## src/hdl/cld_pkg.sv

```systemverilog
// ----------------------------------------------------------------------------
// cld_pkg
// shared constants for the console line discipline: character codes,
// request op codes, result kinds and default store depths
// ----------------------------------------------------------------------------
package cld_pkg;

   localparam int DEF_SEND_DEPTH = 32;
   localparam int DEF_LINE_DEPTH = 32;
   localparam int LEN_W          = 6;

   localparam logic [7:0] CH_LF = 8'h0A;
   localparam logic [7:0] CH_CR = 8'h0D;

   localparam logic [1:0] OP_RECV  = 2'd0;
   localparam logic [1:0] OP_WRITE = 2'd1;
   localparam logic [1:0] OP_TXRDY = 2'd2;

   localparam logic [1:0] KIND_TX   = 2'd0;
   localparam logic [1:0] KIND_LINE = 2'd1;
   localparam logic [1:0] KIND_END  = 2'd2;

endpackage

```

## src/hdl/cld_byte_ram.sv

```systemverilog
// ----------------------------------------------------------------------------
// cld_byte_ram
// byte-wide store with one write port and one registered read port
// ----------------------------------------------------------------------------
module cld_byte_ram
   import cld_pkg::*;
#(
   parameter int DEPTH = DEF_SEND_DEPTH
) (
   input  logic                     clock,
   input  logic                     wr_en,
   input  logic [$clog2(DEPTH)-1:0] wr_addr,
   input  logic [7:0]               wr_data,
   input  logic [$clog2(DEPTH)-1:0] rd_addr,
   output logic [7:0]               rd_data
);

   logic [7:0] mem [DEPTH];
   logic [7:0] rd_data_ff;

   always_ff @(posedge clock) begin
      if (wr_en) begin
         mem[wr_addr] <= wr_data;
      end
      rd_data_ff <= mem[rd_addr];
   end

   assign rd_data = rd_data_ff;

endmodule

```

## src/hdl/console_line_discipline_core.sv

```systemverilog
// ----------------------------------------------------------------------------
// console_line_discipline_core
// serial console line discipline: cr to lf, echo, lf to cr lf expansion,
// transmit queue with start and ready pacing, line gathering and delivery
// ----------------------------------------------------------------------------
// a line delivery gives one stored byte per cycle while the result side
// takes them, followed by the end marker
// requests are taken one at a time, paced by the single read port of the
// line store and the output register
// reset: control state, counters, transmitter busy and attached are cleared;
// the queue and line store contents are not cleared and need no clearing pass
// ----------------------------------------------------------------------------
module console_line_discipline_core
   import cld_pkg::*;
#(
   parameter int SEND_DEPTH = DEF_SEND_DEPTH,
   parameter int LINE_DEPTH = DEF_LINE_DEPTH
) (
   input  logic             clock,
   input  logic             reset,
   input  logic             req_valid,
   output logic             req_ready,
   input  logic [1:0]       req_op,
   input  logic [7:0]       req_data_byte,
   input  logic             req_final_byte,
   output logic             rsp_valid,
   input  logic             rsp_ready,
   output logic [1:0]       rsp_kind,
   output logic [7:0]       rsp_out_byte,
   output logic [LEN_W-1:0] rsp_line_length,
   output logic             rsp_overflow,
   output logic             rsp_last,
   input  logic             csr_valid,
   output logic             csr_ready,
   input  logic             csr_attached
);

   localparam int SAW = $clog2(SEND_DEPTH);
   localparam int SCW = $clog2(SEND_DEPTH + 1);
   localparam int LAW = $clog2(LINE_DEPTH);
   localparam int LCW = $clog2(LINE_DEPTH + 1);

   localparam logic [SCW-1:0] SEND_FULL = SCW'(SEND_DEPTH);
   localparam logic [SAW-1:0] SEND_LAST = SAW'(SEND_DEPTH - 1);
   localparam logic [LCW-1:0] LINE_FULL = LCW'(LINE_DEPTH);

   localparam logic [3:0] ST_IDLE      = 4'd0;
   localparam logic [3:0] ST_PUSH_CR   = 4'd1;
   localparam logic [3:0] ST_PUSH_BYTE = 4'd2;
   localparam logic [3:0] ST_START     = 4'd3;
   localparam logic [3:0] ST_TXRDY     = 4'd4;
   localparam logic [3:0] ST_SEND      = 4'd5;
   localparam logic [3:0] ST_LINE      = 4'd6;
   localparam logic [3:0] ST_LINE_EMIT = 4'd7;
   localparam logic [3:0] ST_MARK      = 4'd8;

   logic [3:0]       state_ff, state_in;
   logic [1:0]       op_ff, op_in;
   logic [7:0]       byte_ff, byte_in;
   logic             fin_ff, fin_in;
   logic             attached_ff, attached_in;
   logic             busy_ff, busy_in;
   logic             drop_ff, drop_in;
   logic [SAW-1:0]   head_ff, head_in;
   logic [SAW-1:0]   tail_ff, tail_in;
   logic [SCW-1:0]   send_count_ff, send_count_in;
   logic [LCW-1:0]   line_count_ff, line_count_in;
   logic [LAW-1:0]   line_idx_ff, line_idx_in;

   logic             out_valid_ff, out_valid_in;
   logic [1:0]       out_kind_ff, out_kind_in;
   logic [7:0]       out_byte_ff, out_byte_in;
   logic [LEN_W-1:0] out_len_ff, out_len_in;
   logic             out_ovf_ff, out_ovf_in;
   logic             out_last_ff, out_last_in;

   logic             slot_free;
   logic             send_wr_en;
   logic [7:0]       send_wr_data;
   logic [7:0]       send_rd_data;
   logic             line_wr_en;
   logic [7:0]       line_rd_data;
   logic [LEN_W+LCW-1:0] line_len_wide;

   cld_byte_ram #(.DEPTH(SEND_DEPTH)) u_send_ram (
      .clock   (clock),
      .wr_en   (send_wr_en),
      .wr_addr (tail_ff),
      .wr_data (send_wr_data),
      .rd_addr (head_ff),
      .rd_data (send_rd_data)
   );

   cld_byte_ram #(.DEPTH(LINE_DEPTH)) u_line_ram (
      .clock   (clock),
      .wr_en   (line_wr_en),
      .wr_addr (line_count_ff[LAW-1:0]),
      .wr_data (byte_ff),
      .rd_addr (line_idx_in),
      .rd_data (line_rd_data)
   );

   assign slot_free     = !out_valid_ff || rsp_ready;
   assign line_len_wide = (LEN_W+LCW)'(line_count_ff);
   assign req_ready     = (state_ff == ST_IDLE);
   assign csr_ready     = (state_ff == ST_IDLE);

   always_comb begin
      state_in      = state_ff;
      op_in         = op_ff;
      byte_in       = byte_ff;
      fin_in        = fin_ff;
      attached_in   = attached_ff;
      busy_in       = busy_ff;
      drop_in       = drop_ff;
      head_in       = head_ff;
      tail_in       = tail_ff;
      send_count_in = send_count_ff;
      line_count_in = line_count_ff;
      line_idx_in   = line_idx_ff;
      send_wr_en    = 1'b0;
      send_wr_data  = byte_ff;
      line_wr_en    = 1'b0;

      out_valid_in  = out_valid_ff && !rsp_ready;
      out_kind_in   = out_kind_ff;
      out_byte_in   = out_byte_ff;
      out_len_in    = out_len_ff;
      out_ovf_in    = out_ovf_ff;
      out_last_in   = out_last_ff;

      if (csr_valid && csr_ready) begin
         attached_in = csr_attached;
      end

      unique case (state_ff)
         ST_IDLE: begin
            if (req_valid) begin
               op_in  = req_op;
               fin_in = req_final_byte;
               if (req_op == OP_RECV && req_data_byte == CH_CR) begin
                  byte_in = CH_LF;
               end else begin
                  byte_in = req_data_byte;
               end
               if (req_op == OP_RECV || req_op == OP_WRITE) begin
                  state_in = (byte_in == CH_LF) ? ST_PUSH_CR : ST_PUSH_BYTE;
               end else if (req_op == OP_TXRDY) begin
                  state_in = ST_TXRDY;
               end
            end
         end
         ST_PUSH_CR, ST_PUSH_BYTE: begin
            send_wr_data = (state_ff == ST_PUSH_CR) ? CH_CR : byte_ff;
            if (send_count_ff == SEND_FULL) begin
               drop_in = 1'b1;
            end else begin
               send_wr_en    = 1'b1;
               tail_in       = (tail_ff == SEND_LAST) ? '0 : tail_ff + SAW'(1);
               send_count_in = send_count_ff + SCW'(1);
            end
            state_in = (state_ff == ST_PUSH_CR) ? ST_PUSH_BYTE : ST_START;
         end
         ST_START: begin
            if (op_ff == OP_WRITE && !fin_ff) begin
               state_in = ST_IDLE;
            end else if (send_count_ff != '0 && !busy_ff) begin
               busy_in  = 1'b1;
               state_in = ST_SEND;
            end else begin
               state_in = (op_ff == OP_RECV) ? ST_LINE : ST_IDLE;
            end
         end
         ST_TXRDY: begin
            if (!attached_ff || send_count_ff == '0) begin
               busy_in  = 1'b0;
               state_in = ST_IDLE;
            end else begin
               state_in = ST_SEND;
            end
         end
         ST_SEND: begin
            if (slot_free) begin
               out_valid_in  = 1'b1;
               out_kind_in   = KIND_TX;
               out_byte_in   = send_rd_data;
               out_len_in    = '0;
               out_ovf_in    = drop_ff;
               out_last_in   = !(op_ff == OP_RECV && attached_ff && byte_ff == CH_LF);
               drop_in       = 1'b0;
               head_in       = (head_ff == SEND_LAST) ? '0 : head_ff + SAW'(1);
               send_count_in = send_count_ff - SCW'(1);
               state_in      = (op_ff == OP_RECV) ? ST_LINE : ST_IDLE;
            end
         end
         ST_LINE: begin
            if (!attached_ff) begin
               state_in = ST_IDLE;
            end else if (byte_ff != CH_LF) begin
               if (line_count_ff == LINE_FULL) begin
                  drop_in = 1'b1;
               end else begin
                  line_wr_en    = 1'b1;
                  line_count_in = line_count_ff + LCW'(1);
               end
               state_in = ST_IDLE;
            end else if (line_count_ff == '0) begin
               state_in = ST_MARK;
            end else begin
               line_idx_in = '0;
               state_in    = ST_LINE_EMIT;
            end
         end
         ST_LINE_EMIT: begin
            if (slot_free) begin
               out_valid_in = 1'b1;
               out_kind_in  = KIND_LINE;
               out_byte_in  = line_rd_data;
               out_len_in   = '0;
               out_ovf_in   = drop_ff;
               out_last_in  = 1'b0;
               drop_in      = 1'b0;
               if (LCW'(line_idx_ff) + LCW'(1) == line_count_ff) begin
                  state_in = ST_MARK;
               end else begin
                  line_idx_in = line_idx_ff + LAW'(1);
               end
            end
         end
         ST_MARK: begin
            if (slot_free) begin
               out_valid_in  = 1'b1;
               out_kind_in   = KIND_END;
               out_byte_in   = '0;
               out_len_in    = line_len_wide[LEN_W-1:0];
               out_ovf_in    = drop_ff;
               out_last_in   = 1'b1;
               drop_in       = 1'b0;
               line_count_in = '0;
               state_in      = ST_IDLE;
            end
         end
         default: begin
            state_in = ST_IDLE;
         end
      endcase
   end

   always_ff @(posedge clock) begin
      if (reset) begin
         state_ff      <= ST_IDLE;
         attached_ff   <= 1'b0;
         busy_ff       <= 1'b0;
         drop_ff       <= 1'b0;
         head_ff       <= '0;
         tail_ff       <= '0;
         send_count_ff <= '0;
         line_count_ff <= '0;
         out_valid_ff  <= 1'b0;
      end else begin
         state_ff      <= state_in;
         attached_ff   <= attached_in;
         busy_ff       <= busy_in;
         drop_ff       <= drop_in;
         head_ff       <= head_in;
         tail_ff       <= tail_in;
         send_count_ff <= send_count_in;
         line_count_ff <= line_count_in;
         out_valid_ff  <= out_valid_in;
      end
   end

   always_ff @(posedge clock) begin
      op_ff       <= op_in;
      byte_ff     <= byte_in;
      fin_ff      <= fin_in;
      line_idx_ff <= line_idx_in;
      out_kind_ff <= out_kind_in;
      out_byte_ff <= out_byte_in;
      out_len_ff  <= out_len_in;
      out_ovf_ff  <= out_ovf_in;
      out_last_ff <= out_last_in;
   end

   assign rsp_valid       = out_valid_ff;
   assign rsp_kind        = out_kind_ff;
   assign rsp_out_byte    = out_byte_ff;
   assign rsp_line_length = out_len_ff;
   assign rsp_overflow    = out_ovf_ff;
   assign rsp_last        = out_last_ff;

   // queue and line counts stay within their stores
   a_send_count: assert property (@(posedge clock) disable iff (reset)
      send_count_ff <= SEND_FULL)
      else $error("transmit count beyond depth");

   a_line_count: assert property (@(posedge clock) disable iff (reset)
      line_count_ff <= LINE_FULL)
      else $error("line count beyond depth");

   // a send only happens with data queued
   a_send_nonempty: assert property (@(posedge clock) disable iff (reset)
      state_ff == ST_SEND |-> send_count_ff != '0)
      else $error("send from empty queue");

   // transmitter goes idle only on a ready request
   a_busy_fall: assert property (@(posedge clock) disable iff (reset)
      $fell(busy_ff) |-> $past(state_ff) == ST_TXRDY)
      else $error("transmitter idle outside ready handling");

   // line results only while attached
   a_line_attached: assert property (@(posedge clock) disable iff (reset)
      out_valid_ff && out_kind_ff == KIND_LINE |-> attached_ff)
      else $error("line byte while detached");

endmodule

```

## config.mk

```make
export PLATFORM = sky130hd
export DESIGN_NAME = console_line_discipline_core
export DESIGN_NICKNAME = d
export VERILOG_FILES = /design/src/hdl/cld_pkg.sv /design/src/hdl/cld_byte_ram.sv /design/src/hdl/console_line_discipline_core.sv
export SDC_FILE = /design/constraint.sdc
export NUM_CORES = 1
export LEC_CHECK = 0
export ABC_AREA = 1
export CORE_MARGIN = 2
export CORE_UTILIZATION = 55
export CTS_BUF_LIST = sky130_fd_sc_hd__clkbuf_4 sky130_fd_sc_hd__clkbuf_8
export DETAILED_ROUTE_END_ITERATION = 10
export DONT_BUFFER_PORTS = 1
export PLACE_DENSITY = 0.82
export SLEW_MARGIN = 10
export SYNTH_ARGS = -nofsm -noshare
export SYNTH_HDL_FRONTEND = slang
export SYNTH_SLANG_ARGS = --single-unit
```

## constraint.sdc

```tcl
create_clock -name clock -period 2.5 [get_ports clock]
set_input_delay 0 -clock clock [delete_from_list [all_inputs] [get_ports clock]]
set_output_delay 0 -clock clock [all_outputs]
set_load 0.02 [all_outputs]
```

Word level (Yosys, flattened, before mapping) --
Memory sizes are Yosys's and may differ from the RTL's. A register that Yosys moved wholly into a read port is not among the register bits. Index checks and enable logic that the tools add are counted.
Word-level totals: word-level logic and storage cells 180, bits of input ports 17, output and inout bits 21, memory bits (writable) 512, memories kept 2, flip-flop bits (word level) 64
Memory list:
- u_line_ram.mem | depth 32, bits a word 8, read ports 1, clocked after Yosys merged registers in 1, wr ports 1, line cld_byte_ram.sv:18 | logic [7:0] mem [DEPTH];
- u_send_ram.mem | depth 32, bits a word 8, read ports 1, clocked after Yosys merged registers in 1, wr ports 1, line cld_byte_ram.sv:18
Cells by class: bitwise gates (word level) 1, multiplexer cells 73, add/subtract/negate cells 7, eq/ne operators 37, reductions and logical operators 42
Operator list (number):
- 8-bit 2-to-1 mux | 8
- 6-bit 2-to-1 mux | 7
- 4-bit 2-to-1 mux | 10
- 6-bit one-hot mux with 2 select lines | 3
- 5-bit 2-to-1 mux | 7
- 4-bit one-hot mux with 8 select lines | 1
- 2-bit != test (second input constant) | 14
- 8-bit by 4-bit == test with 1-bit output (second input constant) | 3
- 8-bit one-hot mux with 3 select lines | 1
- 1-bit 2-to-1 mux | 23
- 4-bit by 3-bit == test with 1-bit output (second input constant) | 4
- 5-bit by 1-bit adder with 5-bit output (second input constant) | 3
- 6-bit by 1-bit adder with 6-bit output (second input constant) | 2
- 6-bit == test (second input constant) | 2
- 6-bit zero test | 2
- 3-bit 2-to-1 mux | 4
- 6-bit AND reduction | 2
- 5-bit == test (second input constant) | 2
- 5-bit one-hot mux with 2 select lines | 1
- 4-bit by 2-bit == test with 1-bit output (second input constant) | 2
- 2-bit 2-to-1 mux | 4
- 8-bit by 4-bit != test with 1-bit output (second input constant) | 1
- 2-bit AND reduction | 4
- 4-bit AND reduction | 2
- 25 further kinds | 48

Depth between registers and ports, before layout --
Gate-level depths: netlist of run 1.
depth after elaboration 10, mapped depth 21, mapped depth without buffers 20

Modules after synthesis --
From an unflattened synthesis of run 1, not the netlist that was laid out.
Second synthesis, totals: cells, all modules 2270, area total of the unflattened synthesis 25002.7 sq um
Modules (own cells, without submodules):
- cld_byte_ram | seq. area each 7847.5 sq um, instances 2, area an instance 10786.6 sq um, cells an instance 922
- console_line_discipline_core | seq. area each 1571.5 sq um, instances 1, area an instance 3429.5 sq um, cells an instance 426

Worst setup path after synthesis of run 1 --
Ideal clock, no wire load.
kind register -> register, start point reg byte_ff[1], end point reg u_line_ram.rd_data_ff[3], in the netlist u_line_ram.rd_data[3], read port of u_line_ram.mem, cell stages (with the launch flop) 18, buffers on the path 2, slack 30 ps, arrival time 2358 ps, clock period less this slack 2470 ps, setup time 113 ps, cells stage by stage edfxtp_1 nand4_1 nor2_1 inv_1 nor2_2 nand2_1 a21oi_4 inv_2 nand2_1 buf_2 buf_2 nand3b_1 nand3_1 nand3_1 nand3_1 nand2_1 nand2_1 nand2_1
On the way: word-level cells in the longest chain between the ends 4
RTL lines:
- start, declared | line console_line_discipline_core.sv:59 | logic [7:0] byte_ff, byte_in;
- start signal, assigned | line console_line_discipline_core.sv:275 | byte_ff <= byte_in;
- 8-bit by 4-bit != test with 1-bit output | line console_line_discipline_core.sv:199 | end else if (byte_ff != CH_LF) begin
- 5-bit 2-to-1 mux | line console_line_discipline_core.sv:199
- 5-bit 2-to-1 mux | line console_line_discipline_core.sv:197 | if (!attached_ff) begin
- 5-bit one-hot mux with 2 select lines | line console_line_discipline_core.sv:136 | unique case (state_ff)
- end, declared | line cld_byte_ram.sv:19 | logic [7:0] rd_data_ff;
No other way between the ends. A chain may end at the register's enable or synchronous reset.

Worst setup path in the final report of run 1 --
start point reg byte_ff[6], end point reg u_line_ram.rd_data_ff[6], in the netlist u_line_ram.rd_data[6], read port of u_line_ram.mem
Same word-level chain as after synthesis.

==> implementation parameters, run 1 <==
Parameter                              Value

Clock tree
  Clk root buf    sky130_fd_sc_hd__clkbuf_8
  CTS clock-pin slew for the worst setup and hold paths    about 0.080 ns
  H-tree level count    3
  Buffer levels on the longest clock path    3
  TritonCTS sink count    between 500 and 600
  Clock buffers created by TritonCTS    between 90 and 100
  Source-to-sink clock delay at the later pin of the worst-skew pair    0.71 ns
  Clock tree from TritonCTS    done

Yosys
  Most frequent cells after synthesis    sky130_fd_sc_hd__edfxtp_1, sky130_fd_sc_hd__nand3_1, sky130_fd_sc_hd__nand2_1
  Dominant cell by count in the synthesized netlist    sky130_fd_sc_hd__edfxtp_1
  Simple-gate share of the synthesized area    roughly 17%
  Mapped Cells    between 2,000 and 2,500
  Part of the Yosys area used for sequential elements    around two thirds
  Top cells by area in the synthesized netlist    sky130_fd_sc_hd__edfxtp_1, sky130_fd_sc_hd__nand3_1, sky130_fd_sc_hd__dfxtp_1
  Dominant combinational cell family by area after synthesis    simple AND/OR/NAND/NOR gates
  Number of storage elements in the synthesis netlist    592
  Number of nets in the synthesized netlist    2,294
  Adder-cell area share of the yosys netlist    less than 1%
  Dominant synthesized flop cell    sky130_fd_sc_hd__edfxtp_1
  Summed instance area of the synthesized netlist    between 20,000 and 30,000 um^2
  Number of synthesis warnings    0
  Fraction of the mapped netlist area in compound gates    7.192%
  Cell taking the most area after synthesis    sky130_fd_sc_hd__edfxtp_1
  EDFF count, synth    541
  Average size of a mapped cell    between 10 and 15 um^2
  Post-synthesis cell type count    ~40
  Post-synth ARST share    0%
  Share of synthesized area spent on multiplexers    0%
  Post-Synth XOR/XNOR Area    less than 1%
  Portion of synthesized cell area occupied by the leading cell type    approximately 64%

Place
  Total placed cells including tap cells    roughly 2,900
  Placed wire-length estimate after detailed placement    between 30 and 40 mm
  GPL Wtd Cong    0.9275
  Worst slack at placement    -0.1699 ns
  Port-buffer cells    0

Job
  Max-cap viol count    0

Floorplan
  Die Width    between 200 and 250 um
  Die outline area    approximately 48,000 um^2
  CORE AREA    roughly 45,000 um^2
  Initial cell density of the core    approximately 56%
  IO Pins    38
  Chip Height    about 220 um
  Number of standard-cell rows in the floorplan    around 80

GRT
  Antenna violations before repair    1
  Pin count of the biggest net entering global routing    119
  Via count of the first global-routing pass    18,840
  Wire length of the first global-routing pass    approximately 100 mm
  Total congestion overflow after global routing    0
  Global-route total usage across every layer    28.41%

Run status
  Violated checks    setup timing
  Result of the run    complete, but fails checks

STA
  Least setup slack across all paths after layout    -0.2050 ns
  Post-layout min period    between 2 and 3 ns
  Achievable clock frequency    369.7 MHz
  Tightest Pin Transition    roughly 0.65 ns
  Setup-violating endpoint count in the final report    8
  Max_slew headroom    about 57%
  Setup repair after global routing missed its margin    true
  Final period utilization    108.2%
  Hold violation count in the final report    0
  Setup skew after layout    approximately 0.09 ns
  Final Slew Violations    0
  Worst hold-check slack    between 0.05 and 0.06 ns

Cells and area
  End-of-flow core utilization    between 60% and 70%
  Area added between synthesis and finish    19.20%
  Non-filler instance count after layout    around 3,100
  Layout Nets    between 2,000 and 2,500
  Ratio of cells with drive above 1 in the final layout    about a fifth
  Layout fillers    between 2,000 and 3,000
  Diodes inserted    0

Critical path
  Capturing element type of the critical path    register
  Critical register-to-register path startpoint    byte_ff[6]
  Critical path fanouts, max    40
  Delay of the slowest critical-path stage    around 0.42 ns
  Crit path cell chain    inv_1, nand4_1, nor2_2, inv_1, nor2_2, nand2_1, a21oi_4, nand2_1, nand2_1, nand2_4, inv_2, buf_12, nand3_1, nand3_1, nand3_2, nand2_1, nand2_1, nand2_1
  Register-to-register path setup slack    -0.20 ns
  Critical path class    reg2reg
  R2R cell count    18
  Worst endpoint required time    roughly 3.1 ns
  Arrival time worst endpoint    3.34 ns
  End of the worst register-to-register path    u_line_ram.rd_data[6]
  Most repeated library cell on the critical path    sky130_fd_sc_hd__nand2_1
  Startpoint type of the worst setup path    register
  Cell with the biggest individual delay on the critical path    sky130_fd_sc_hd__edfxtp_1

Route
  DRT iter0 DRCs    between 2,000 and 3,000
  Per-cell routed wire length    22.74 um
  Number of detailed-routing iterations run before antenna repair    6
  Remaining antenna violation count    0
  Vias per cell    between 6 and 7
  Via Count    slightly below 20,000
  Routed wire length    about 71 mm
  DRC errors left    0

Min path
  Worst hold path cell count    1
  Worst min-delay path category    in2reg
  Hold EP    op_ff[0]
  Startpoint of the tightest hold check path    req_op[0]

Power and ir drop
  Leakage Power    approximately 11 nW
  Largest vdd supply drop    around 730 uV
  PD cells    919.8 nW/um^2
  Total design power    around 0.028 W
layer usage:
metal	share of wire [%]	wire (um)	vias to the layer above	global-route usage (%)
met5	0.018	13	-	0
met4	4.8	3394	2	13.67
met3	12	8145	294	5.846
met2	47	33550	1452	45.97
met1	36	25620	9269	36.85
li1	-	-	8283	-
worst max-delay path, delay by kind of cell (launching register included):
kind	cells	cell delay, ns
DFF	1	0.42
AOI/OAI and AO/OA	1	0.19
buffers and inverters	4	0.54
and+or+nand+nor	13	1.47
state kept, by name, summed over array words and instances (netlist names), 6 cells and up:
| register | count |
|---|---|
| rsp_out_byte | 8 |
| u_line_ram.rd_data | 8 |
| send_count_ff | 6 |
| u_send_ram.mem | 256 |
| rsp_line_length | 6 |
| line_count_ff | 6 |
| u_send_ram.rd_data | 8 |
| byte_ff | 8 |
| u_line_ram.mem | 256 |
cells in the final DEF (no fill, tap or decap), types with 33 or more instances in the layout:
cell type and n:
sky130_fd_sc_hd__clkbuf_8 92, sky130_fd_sc_hd__dfxtp_1 45, sky130_fd_sc_hd__edfxtp_1 541, sky130_fd_sc_hd__nand3_2 76, sky130_fd_sc_hd__nand3b_1 73, sky130_fd_sc_hd__inv_1 251
sky130_fd_sc_hd__nand3_1 236, sky130_fd_sc_hd__nand2_1 233, sky130_fd_sc_hd__buf_4 138, sky130_fd_sc_hd__nor2_1 243, sky130_fd_sc_hd__o21ai_0 186, sky130_fd_sc_hd__o22ai_1 33
sky130_fd_sc_hd__o221ai_1 33
kinds of logic (layout without fill, tap and decap cells):
logic type	count (synthesis)	in the layout
DFF	592	592
and+or+nand+nor	944	944
adders and majority gates	17	17
AOI/OAI and AO/OA	309	309
buffers and inverters	394	644
xor gates and xnor gates	4	4
timing repair:
action	CTS	global route
cloned	6	6
pin swaps	26	38
endpoints found under the setup margin	21	456
hold endpoints to repair	52	0
hold buffers	26	0
resized for setup	75	98
buffers inserted	11	3
power by group:
group	internal, W	switching (W)	total, W
sequential	0.0122	0.000495	0.0127
combinational	0.00207	0.00458	0.00665
clock	0.00442	0.00392	0.00834
total	0.0187	0.00900	0.0277
how the worst max path moves through the flow:
stage	startpoint	endpoint	slack (ns)	depth (start not counted)
after floorplan	byte_ff[1]	u_line_ram.rd_data[3]	0.03	17
after global placement	line_idx_ff[0]	u_line_ram.rd_data[7]	-0.11	19
after detailed placement	line_idx_ff[0]	u_line_ram.rd_data[2]	-0.17	19
after CTS	line_idx_ff[0]	u_line_ram.rd_data[3]	-0.09	19
after global routing	line_idx_ff[0]	u_line_ram.rd_data[3]	-0.33	21
final	byte_ff[6]	u_line_ram.rd_data[6]	-0.20	18
area by class of cell:
| type | count | area, um^2 | area share, % |
|---|---|---|---|
| Timing Repair Buffer | 209 | 2130 | 7.077 |
| Multi-Input combinational cell | 1274 | 7033 | 23.37 |
| Inverter | 268 | 1017 | 3.381 |
| Sequential cell | 592 | 17280 | 57.43 |
| Timing Repair inverter | 1 | 16.27 | 0.05406 |
| Tap cell | 600 | 750.7 | 2.495 |
| Clock inverter | 46 | 385.4 | 1.281 |
| Clock buffer | 120 | 1476 | 4.907 |
metrics by stage:
step	cell area (um^2)	TNS, ns
3_5_place_dp	26860	-0.9482
2_1_floorplan	25240	0
6_report	30090	-1.362
3_3_place_gp	26860	-0.4585
5_1_grt	30090	-2.282
4_1_cts	29530	-0.6065
No activity file was read; power rests on OpenSTA's default activity.
==> run 2: changes to the inputs <==
--- a/config.mk
+++ b/config.mk
@@ -11,7 +11,8 @@
 export CTS_BUF_LIST = sky130_fd_sc_hd__clkbuf_4 sky130_fd_sc_hd__clkbuf_8
 export DETAILED_ROUTE_END_ITERATION = 10
 export DONT_BUFFER_PORTS = 1
-export PLACE_DENSITY = 0.82
+export PLACE_DENSITY = 0.79
+export REMOVE_ABC_BUFFERS = 1
 export SLEW_MARGIN = 10
 export SYNTH_ARGS = -nofsm -noshare
 export SYNTH_HDL_FRONTEND = slang
==> constraint.sdc (replaced) <==
create_clock -name clock -period 2.7 [get_ports clock]
set_input_delay 0 -clock clock [delete_from_list [all_inputs] [get_ports clock]]
set_output_delay 0 -clock clock [all_outputs]
set_load 0.02 [all_outputs]
==> run 2 against run 1 <==
Die area did not move. Final cell count down 0.42%. The flow now finishes without violations. Critical endpoint is now u_line_ram.rd_data[4]. Sequential share of layout area up 0.54 points. Setup slack better by 0.21 ns. Clock power fell by 6.0%. Non-clock buffer count is 15 lower. Worst hold slack got worse by 0.014 ns. Sequential power decreased by 8%. Largest cell class unchanged.
==> implementation parameters, run 2 (synthesis results as in run 1) <==
Parameter                              Value

Run status
  Result of the run    finished, final reports clean

Job
  Max-cap viol count    0

Critical path
  Worst endpoint required time    approximately 3.3 ns
  Critical path fanouts, max    17
  Arrival time worst endpoint    3.27 ns
  Crit path cell chain    inv_2, nand4_1, nor2_4, inv_2, nor2_4, nand2_1, a21oi_4, inv_2, nand2_8, nand2_8, buf_12, buf_16, nand2_1, nand2_1, nand2_1, nand3_2, nand3_2, nand2_2, nand2_1, nand2_1
  Most repeated library cell on the critical path    sky130_fd_sc_hd__nand2_1
  Capturing element type of the critical path    register
  Delay of the slowest critical-path stage    about 0.42 ns
  Startpoint type of the worst setup path    register
  Critical path class    reg2reg
  Critical register-to-register path startpoint    byte_ff[0]
  End of the worst register-to-register path    u_line_ram.rd_data[4]
  R2R cell count    20
  Register-to-register path setup slack    0.005 ns
  Cell with the biggest individual delay on the critical path    sky130_fd_sc_hd__edfxtp_1

GRT
  Most congested layer reported by global routing    met2
  Via count of the first global-routing pass    ~18,000
  Pin count of the biggest net entering global routing    131
  Antenna violations before repair    1
  Total congestion overflow after global routing    0
  Met2 capacity usage during global routing    a little over two fifths
  Global-route total usage across every layer    between 20% and 30%
  Met1 Usage GRT    a little under two fifths
  Met3 demand-to-capacity share in global routing    around 6.3%
  Wire length of the first global-routing pass    approximately 100 mm

STA
  Achievable clock frequency    roughly 370 MHz
  Setup repair after global routing missed its margin    true
  Final Slew Violations    0
  Hold violation count in the final report    0
  Setup skew after layout    approximately 0.063 ns
  Setup-violating endpoint count in the final report    0
  Tightest Pin Transition    approximately 0.72 ns
  Sum of negative setup slack    0 ns
  Max_slew headroom    between 50% and 60%
  Final period utilization    approximately 100%
  Post-layout min period    between 2 and 3 ns

Floorplan
  Initial cell density of the core    55.62%
  Die outline area    ~48,000 um^2
  CORE AREA    approximately 45,000 um^2
  Chip Height    ~220 um
  Die Width    ~220 um
  Number of standard-cell rows in the floorplan    a little under 80
  IO Pins    38

Clock tree
  Buffer levels on the longest clock path    3
  H-tree level count    3
  TritonCTS sink count    about 600
  Clock buffers created by TritonCTS    a little over 90
  CTS clock-pin slew for the worst setup and hold paths    about 0.06 ns
  Source-to-sink clock delay at the later pin of the worst-skew pair    0.71 ns
  Clock tree from TritonCTS    done
  Clk root buf    sky130_fd_sc_hd__clkbuf_8

Route
  DRT iter0 DRCs    between 2,000 and 2,500
  Remaining antenna violation count    0
  Via Count    about 19,000
  Number of detailed-routing iterations run before antenna repair    6
  DRC errors left    0
  Per-cell routed wire length    between 20 and 25 um
  Routed wire length    just under 70 mm
  Vias per cell    roughly 6.0

Place
  Port-buffer cells    0
  Placed wire-length estimate after detailed placement    between 30 and 40 mm
  Placed inst area    about 27,000 um^2
  GPL Wtd Cong    0.9018
  Total placed cells including tap cells    roughly 2,900

Cells and area
  Most common cell after layout, fill and taps aside    sky130_fd_sc_hd__edfxtp_1
  Largest registers ranked by flip-flop count    u_line_ram.mem: 256 flops, u_send_ram.mem: 256 flops
  Ratio of cells with drive above 1 in the final layout    around 18%
  Area added between synthesis and finish    18.04%
  Total area of multi-input combinational cells    slightly below 7000 um^2
  Leading cell types in the layout, fill and taps excluded    sky130_fd_sc_hd__edfxtp_1, sky130_fd_sc_hd__nand3_1, sky130_fd_sc_hd__inv_1
  Post-route standard cell area excluding fillers    just under 30,000 um^2
  Diodes inserted    0
  Seq. cell area    17,270 um^2
  Non-filler instance count after layout    3,097
  Layout fillers    a little over 3,000
  Layout Nets    between 2,000 and 2,500

Power and ir drop
  Largest vdd supply drop    ~740 uV
  Total design power    0.02562 W
  Leakage Power    11.42 nW
  PD cells    around 860 nW/um^2

Min path
  Worst min-delay path category    in2reg
  Worst hold path cell count    1
  Startpoint of the tightest hold check path    req_op[1]
  Hold EP    op_ff[1]
==> run 2: cell count changes in the layout (fill, tap and decap cells not counted), sizes merged <==
cell	previous run	this run
bufinv	5	1
inv	270	267
buf	179	162
clkbuf	124	156
clkinv	39	17
clkinvlp	1	2
==> run 2: worst max-delay path by stage <==
stage | from | end | slack, ns | depth (start not counted)
5_1_grt | byte_ff[0] | u_line_ram.rd_data[4] | -0.10 | 20
3_3_place_gp | byte_ff[0] | u_line_ram.rd_data[6] | -0.03 | 18
6_report | byte_ff[0] | u_line_ram.rd_data[4] | 0.005 | 20
4_1_cts | line_idx_ff[0] | u_line_ram.rd_data[0] | 0.003 | 20
2_1_floorplan | byte_ff[1] | u_line_ram.rd_data[0] | -3.27 | 17
3_5_place_dp | byte_ff[0] | u_line_ram.rd_data[2] | -0.10 | 18
==> run 2: report_power, final <==
group          leakage (nW)  switching, W  internal (W)
Sequential             5.29      0.000388        0.0113
Combinational          5.09       0.00426       0.00186
Clock                  1.04       0.00349       0.00434
==> run 2: cell type report <==
cell class,count,area share [%]
flip-flops and latches,592,57.97
multi-input cells,1274,22.85
repair buffers,194,6.693
clock buffers,150,6.068
inverters,268,3.397
well taps,600,2.519
clock inverters,19,0.5039
==> run 2: critical path: cells and delay by family, from the launching register on <==
kind            cells  cell delay [ns]
simple gates       14             1.40
compound gates      1             0.19
flops               1             0.42
buf+inv             5             0.55
==> run 2: metal layers <==
layer	up-vias	share of wire [%]
met5	-	0.016
met4	2	3.8
met3	211	13
met2	1371	46
met1	8852	37
li1	8259	-
==> run 2: what timing repair did <==
action                                  in CTS  in global routing
pin swaps                                    7                 29
buffers inserted                            11                 11
endpoints found under the hold margin       52                  0
endpoints found under the setup margin       7                 13
gates resized for setup                     15                101
cloned                                       6                  6
hold buffers                                26                  0
==> run 2: stage by stage <==
stage	utilization, %	setup slack, ns	hold WS, ns
floorplan	-	-3.266	0.06907
global placement	58.74	-0.03326	0.07194
detailed placement	58.74	-0.1034	0.07234
CTS	64.47	0.003409	0.005527
global route	65.66	-0.1031	0.05163
finish	65.66	0.005273	0.04504
